File: src/rtl/assert_macros.svh
// Assertion macros shared by the map core RTL.
`ifndef ASSERT_MACROS_SVH
`define ASSERT_MACROS_SVH

// Same-cycle implication, sampled on clk, off during reset.
`define SOM_ASSERT_IMP(lbl, ante, cons, msg) \
	lbl: assert property (@(posedge clk) disable iff (!arst_n) (ante) |-> (cons)) else $error(msg);

// Next-cycle implication, sampled on clk, off during reset.
`define SOM_ASSERT_NXT(lbl, ante, cons, msg) \
	lbl: assert property (@(posedge clk) disable iff (!arst_n) (ante) |=> (cons)) else $error(msg);

`endif

File: src/rtl/som_pkg.sv
// Shared types and constants of the map core.
package som_pkg;

	localparam int WORD_W = 16;
	localparam int VEC_W  = 64;
	localparam int DIST_W = 34;
	localparam int SQ_W   = 33;
	localparam int IDX_W  = 6;

	localparam logic [2:0] FN_LOAD  = 3'd0;
	localparam logic [2:0] FN_TRAIN = 3'd1;
	localparam logic [2:0] FN_LABEL = 3'd2;
	localparam logic [2:0] FN_READ  = 3'd3;
	localparam logic [2:0] FN_CLEAR = 3'd4;

	localparam logic [1:0] CFG_RATE_BASE   = 2'd0;
	localparam logic [1:0] CFG_EPOCH_COUNT = 2'd1;
	localparam logic [1:0] CFG_RADIUS      = 2'd2;

	typedef struct packed {
		logic rd_en;
		logic srch;
		logic upd;
		logic ld_en;
		logic lab_en;
		logic clr;
		logic first;
	} cell_ctl_t;

	typedef struct packed {
		logic              v;
		logic [DIST_W-1:0] d;
		logic [IDX_W-1:0]  r;
		logic [IDX_W-1:0]  c;
	} chain_t;

endpackage

File: src/rtl/som_div.sv
// Learning rate unit: one multiply, then a bit-serial restoring divide; rate is zero once epoch >= ecount.
module som_div import som_pkg::*; (
	input  logic              clk,
	input  logic              arst_n,
	input  logic              start,
	input  logic [WORD_W-1:0] base,
	input  logic [WORD_W-1:0] ecount,
	input  logic [WORD_W-1:0] epoch,
	output logic [WORD_W-1:0] rate,
	output logic              done
);

	typedef enum logic {D_IDLE, D_RUN} dstate_t;

	dstate_t           state_q;
	logic [31:0]       num_q;
	logic [WORD_W-1:0] rem_q;
	logic [WORD_W-1:0] den_q;
	logic [4:0]        cnt_q;
	logic              done_q;
	logic [WORD_W:0]   rem2;

	assign rem2 = {rem_q, num_q[31]};

	always_ff @(posedge clk or negedge arst_n) begin
		if (!arst_n) begin
			state_q <= D_IDLE;
			num_q   <= '0;
			rem_q   <= '0;
			den_q   <= '0;
			cnt_q   <= '0;
			done_q  <= 1'b0;
		end else begin
			case (state_q)
				D_IDLE: begin
					if (start) begin
						rem_q <= '0;
						den_q <= ecount;
						cnt_q <= '0;
						if (epoch >= ecount) begin
							num_q  <= '0;
							done_q <= 1'b1;
						end else begin
							num_q   <= 32'(base) * 32'(ecount - epoch);
							done_q  <= 1'b0;
							state_q <= D_RUN;
						end
					end
				end
				D_RUN: begin
					if (rem2 >= {1'b0, den_q}) begin
						rem_q <= WORD_W'(rem2 - {1'b0, den_q});
						num_q <= {num_q[30:0], 1'b1};
					end else begin
						rem_q <= rem2[WORD_W-1:0];
						num_q <= {num_q[30:0], 1'b0};
					end
					cnt_q <= cnt_q + 5'd1;
					if (cnt_q == 5'd31) begin
						done_q  <= 1'b1;
						state_q <= D_IDLE;
					end
				end
				default: state_q <= D_IDLE;
			endcase
		end
	end

	assign rate = num_q[WORD_W-1:0];
	assign done = done_q;

endmodule

File: config.mk
export PLATFORM = sky130hd
export DESIGN_NAME = som_div
export DESIGN_NICKNAME = d
export VERILOG_FILES = /design/src/rtl/assert_macros.svh /design/src/rtl/som_pkg.sv /design/src/rtl/som_div.sv
export SDC_FILE = /design/constraint.sdc
export NUM_CORES = 1
export LEC_CHECK = 0
export BUFFER_PORTS_ARGS = -buffer_cell sky130_fd_sc_hd__buf_2
export CAP_MARGIN = 30
export CORE_ASPECT_RATIO = 0.6
export CORE_MARGIN = 1
export CORE_UTILIZATION = 65
export DETAILED_ROUTE_END_ITERATION = 10
export PLACE_DENSITY = 0.95
export SLEW_MARGIN = 25
export SYNTH_ARGS = -nofsm -noshare
export SYNTH_HDL_FRONTEND = slang
export SYNTH_SLANG_ARGS = --single-unit
export TNS_END_PERCENT = 10
File: constraint.sdc
create_clock -name clk -period 3.2 [get_ports clk]
set_input_delay 0.48 -clock clk [delete_from_list [all_inputs] [get_ports clk]]
set_output_delay 0.48 -clock clk [all_outputs]
set_load 0.05 [all_outputs]
==> results by group, run 1 <==
Synthesis
  – Cell type with the largest total area after synthesis: fa_1
  – Portion of the post-synthesis area used by sequential elements: 12.8%
  – Syn Area/Cell: approximately 8.8 um^2
  – Post-synth top flop: dfrtp_1
  – Most area-consuming cells after synthesis: fa_1 30%, ha_1 14%, dfrtp_1 13%
  – Cell area after technology mapping: 0.0139 mm^2
  – Cell count after synthesis: around 1600
  – Yosys top cell area share: between 30% and 40%
  – Number of enable flip-flop cells after synthesis: 0
  – Distinct cell type count of the synthesized netlist: 68
  – Total of flip-flops plus latches after synthesis: 71
  – Fraction of registers with async set or reset after synthesis: 100%
  – Number of nets in the synthesized netlist: slightly below 2000
  – Synthesis Warnings: 0

Clocking
  – Clock Sink Count: 71
  – CTS max path bufs: 2
  – CTS H-tree depth: 3
  – CTS Buf Count: 9
  – Clk root buf: clkbuf_16

GRT
  – Total Routing Usage GR: roughly 80%
  – Total congestion overflow after global routing: 8
  – Pin count of the biggest net entering global routing: 65

Timing
  – Worst_ep kind: register data pin
  – Worst endpoint from the post-global-route timing repair: num_q[31]$_DFFE_PN0P_/D

Die
  – Horizontal die dimension: 191 um
  – Initial standard-cell utilization of the core: between 60% and 70%
  – Total I/O pin count: 68
  – Number of cell rows: 40
  – Die height: 115 um

Placement
  – Total of buffers placed on input and output ports: 67
  – Placement-stage cell area: 0.0160 mm^2
  – Global placer's final weighted congestion: 1.01
  – Placed wire-length estimate after detailed placement: 33.9 mm

Outcome
  – Outcome: stopped before the end
  – Stage where the flow stopped: global routing
  – Stop Error: [ERROR GRT-0232] Routing congestion too high. Check the congestion heatmap in the GUI.
==> metal layers <==
metal	global-route usage [%]	overflow
met5	44.9	0
met1	77.9	0
met2	90.8	4
met4	76.5	4
met3	72.9	0
==> logic make-up after synthesis <==
logic type	share of synthesized area [%]
fa+ha+maj	44.1
xor+xnor	3.44
mux	0.162
compound gates	11.9
flops	12.8
simple gates	16.5
buf+inv	11.0
==> timing repair <==
item / 4_1_cts
pin swaps: 37
endpoints found under the setup margin: 34
gates resized for setup: 68
hold buffers: 0
setup buffers: 7
==> Yosys cell counts (12+ instances only) <==
master / count
inv_1: 308
dfrtp_1: 71
nand2_1: 177
a21oi_1: 60
fa_1: 211
nor2b_1: 38
a21o_1: 18
and3_1: 52
nor2_1: 33
o21ai_1: 28
o21a_1: 13
ha_1: 152
clkbuf_1: 58
xnor2_1: 30
buf_4: 18
nand3_1: 16
and2_1: 80
a211oi_1: 12
xor2_1: 22
o21ai_0: 34
==> stage by stage <==
stage	setup slack, ps	util (%)	setup TNS [ps]	std cells	hold slack, ps
after CTS	-4210	81.4	-90990	2062	143
after detailed placement	-4750	78.3	-106480	2039	484
after floorplan	-4070	-	-84970	1573	184
after global placement	-4340	78.3	-97670	2039	468
==> run 2, diff against run 1 <==
Settings changed: CORE_ASPECT_RATIO 0.6 to default, CORE_UTILIZATION 65 to 40, PLACE_DENSITY 0.95 to default, PLACE_DENSITY_LB_ADDON from default to 0.15.
==> results by group, run 2 <==
Finish
  – Count of non-filler cells in the finished layout: about 2300
  – Layout cell share with drive strength beyond 1: between 20% and 30%
  – N_diodes: 0
  – Number of flip-flops in the largest register: 32
  – Commonest cells after routing, fill and taps aside: 297 x inv_1, 206 x buf_4, 203 x fa_1
  – Most frequent standard cell in the layout excluding fill and tap cells: inv_1
  – Final nets: between 2000 and 2500
  – Top flop regs: num_q x32, den_q x16, rem_q x16
  – Register name with the most flops: num_q
  – Growth of design area from synthesis to finish: 24.7%

Synthesis
  – Top cells by count, synth: 308 x inv_1, 211 x fa_1, 177 x nand2_1, 152 x ha_1, 80 x and2_1
  – Mux share of post-synthesis cell area: 0.162%
  – Cell count after synthesis: 1573
  – Fraction of registers with async set or reset after synthesis: 100%
  – Distinct cell type count of the synthesized netlist: 68
  – Portion of the post-synthesis area used by sequential elements: 12.8%
  – Syn Area/Cell: 8.82 um^2
  – Cell area after technology mapping: 0.0139 mm^2
  – Yosys top cell area share: 30.4%
  – Adder-Cell Fraction of Synth Area: 44.1%
  – Fraction of the mapped netlist area in compound gates: 11.9%
  – Dominant combinational cell family by area after synthesis: adder cells
  – Most frequently used cell type in the post-synthesis netlist: inv_1
  – Number of enable flip-flop cells after synthesis: 0
  – Most area-consuming cells after synthesis: fa_1 30%, ha_1 14%, dfrtp_1 13%
  – Cell type with the largest total area after synthesis: fa_1
  – Number of nets in the synthesized netlist: 1987
  – Total of flip-flops plus latches after synthesis: 71
  – Simple-gate share of the synthesized area: 16.5%
  – Fraction of synthesized cell area in xor and xnor cells: 3.44%
  – Post-synth top flop: dfrtp_1
  – Synthesis Warnings: 0

Timing
  – Worst hold margin: 161 ps
  – Number of endpoints failing setup at the final stage: 28
  – Pin slew with the least headroom to its limit: 858 ps
  – Setup TNS: -86980 ps
  – Time the final worst path needs with I/O delays and setup: 7280 ps
  – Highest achievable clock rate: 0.137 GHz
  – Endpoints failing hold: 0
  – RSZ-0062 raised after global routing: true
  – Share of the clock period used by the worst path after layout: 228%
  – Count of final max-slew check failures: 0
  – Clock skew: 5.09 ps
  – Slew Limit Headroom: 42.5%
  – Worst-case setup margin in the final layout: -4080 ps

Die
  – Number of cell rows: between 60 and 70
  – Die area: 0.0354 mm^2
  – Horizontal die dimension: about 190 um
  – Total I/O pin count: 68
  – Die height: between 150 and 200 um
  – Initial standard-cell utilization of the core: about two fifths
  – Core Area: 0.0339 mm^2

GRT
  – Total congestion overflow after global routing: 0
  – Vias in the first global route: 12000
  – Global-route wire length before repair: 62.7 mm
  – Antenna violations before repair: 0
  – Total Routing Usage GR: 22.2%
  – Pin count of the biggest net entering global routing: about 70

Routing
  – Wirelength per Cell: 16.4 um
  – Avg Vias per Cell: 5.02
  – Routed Wire Length: 37.1 mm
  – Total DRC errors in the routed layout: 0
  – Drt pass-1 iters: 5
  – Number of DRC violations after detailed-routing iteration 0: 490
  – Via Count: 11300
  – Antenna violation net count after detailed routing: 0

Clocking
  – CTS Buf Count: 9
  – Clock tree from TritonCTS: built
  – Clock latency at the later pin of the worst-skew pair: 340 ps
  – Clk root buf: clkbuf_16
  – Total of hold buffers inserted after clock tree synthesis: 0
  – Clock Sink Count: 71
  – CTS max path bufs: 2
  – CTS clock-pin slew for the worst setup and hold paths: 60 ps
  – CTS H-tree depth: 3

Outcome
  – Outcome: complete, but fails checks
  – Violated checks: negative setup slack

Placement
  – Global placer's final weighted congestion: 0.881
  – Total of buffers placed on input and output ports: 67
  – Placed wire-length estimate after detailed placement: about 31 mm
  – Cell count after placement: 2224

Setup path
  – Critical path endpoint category: flip-flop
  – Worst path bufs/invs: 8
  – Kind of launch point of the worst setup path: primary input
  – Setup CP Type: in2reg
  – Dominant delay contributor by cell family on the critical path: adder cells
  – Slowest CP cell: fa_1
  – Data arrival time of the critical path: 7500 ps
  – Critical Path RT: 3420 ps
  – Largest stage delay on the critical path: between 500 and 600 ps
  – Largest fanout on the critical path: 5
  – Cell seen most often among critical-path stages: fa_1

Worst hold path
  – Class of the worst hold path: in2async

Run
  – Total of max-cap violations: 0
## run 2: cell families after synthesis
| logic type | after synthesis |
|---|---|
| simple gates | 453 |
| buf+inv | 387 |
| fa+ha+maj | 363 |
| compound gates | 244 |
| flops | 71 |
| xor+xnor | 53 |
| mux | 2 |
## run 2: repair_timing
action	CTS	global route
gates cloned	1	0
pin swaps	50	47
buffers inserted	11	4
gates resized for setup	69	29
endpoints found under the hold margin	0	0
endpoints found under the setup margin	29	30
## run 2: stage by stage
| stage | utilization (%) | cell area [um^2] | setup slack, ps |
|---|---|---|---|
| global route | 51.1 | 17300 | -4320 |
| detailed placement | 48.3 | 16400 | -4770 |
| global placement | 48.2 | 16300 | -4640 |
| CTS | 50.6 | 17100 | -4090 |
| floorplan | - | 14100 | -4070 |
| finish | 51.1 | 17300 | -4080 |
## run 2: worst paths after layout
kind,from,endpoint,slack (ps),cells after the start
worst max-delay path,epoch[1],num_q[31],-4080,31
worst min-delay path,arst_n,cnt_q[0],160,1
worst max register to register,num_q[31],rem_q[14],320,12
worst min register to register,num_q[24],num_q[25],480,2
max in group asynchronous,arst_n,state_q,2540,1
min in group clk,ecount[11],den_q[11],400,3
## run 2: layout make-up
class                      instances  area (um^2)
inverter                         308         1160
fill                            3299        16600
timing repair buffer             296         2300
multi-input combinational       1115        11200
sequential                        71         1780
tap                              448          561
clock buffer                      13          260
clock inverter                     3         42.5
## run 2: metal layers
layer / part of all wire [%] / wire (um) / global-route usage (%)
met4: 0.56 / 206 / 2.66
met3: 3.1 / 1160 / 1.97
met5: 0 / 0 / 0
met1: 46 / 17200 / 30.8
met2: 50 / 18500 / 38.5
Power of run 2 is not shown: default switching activity piles up to over one toggle a cycle in this logic, so the estimate is an artifact.
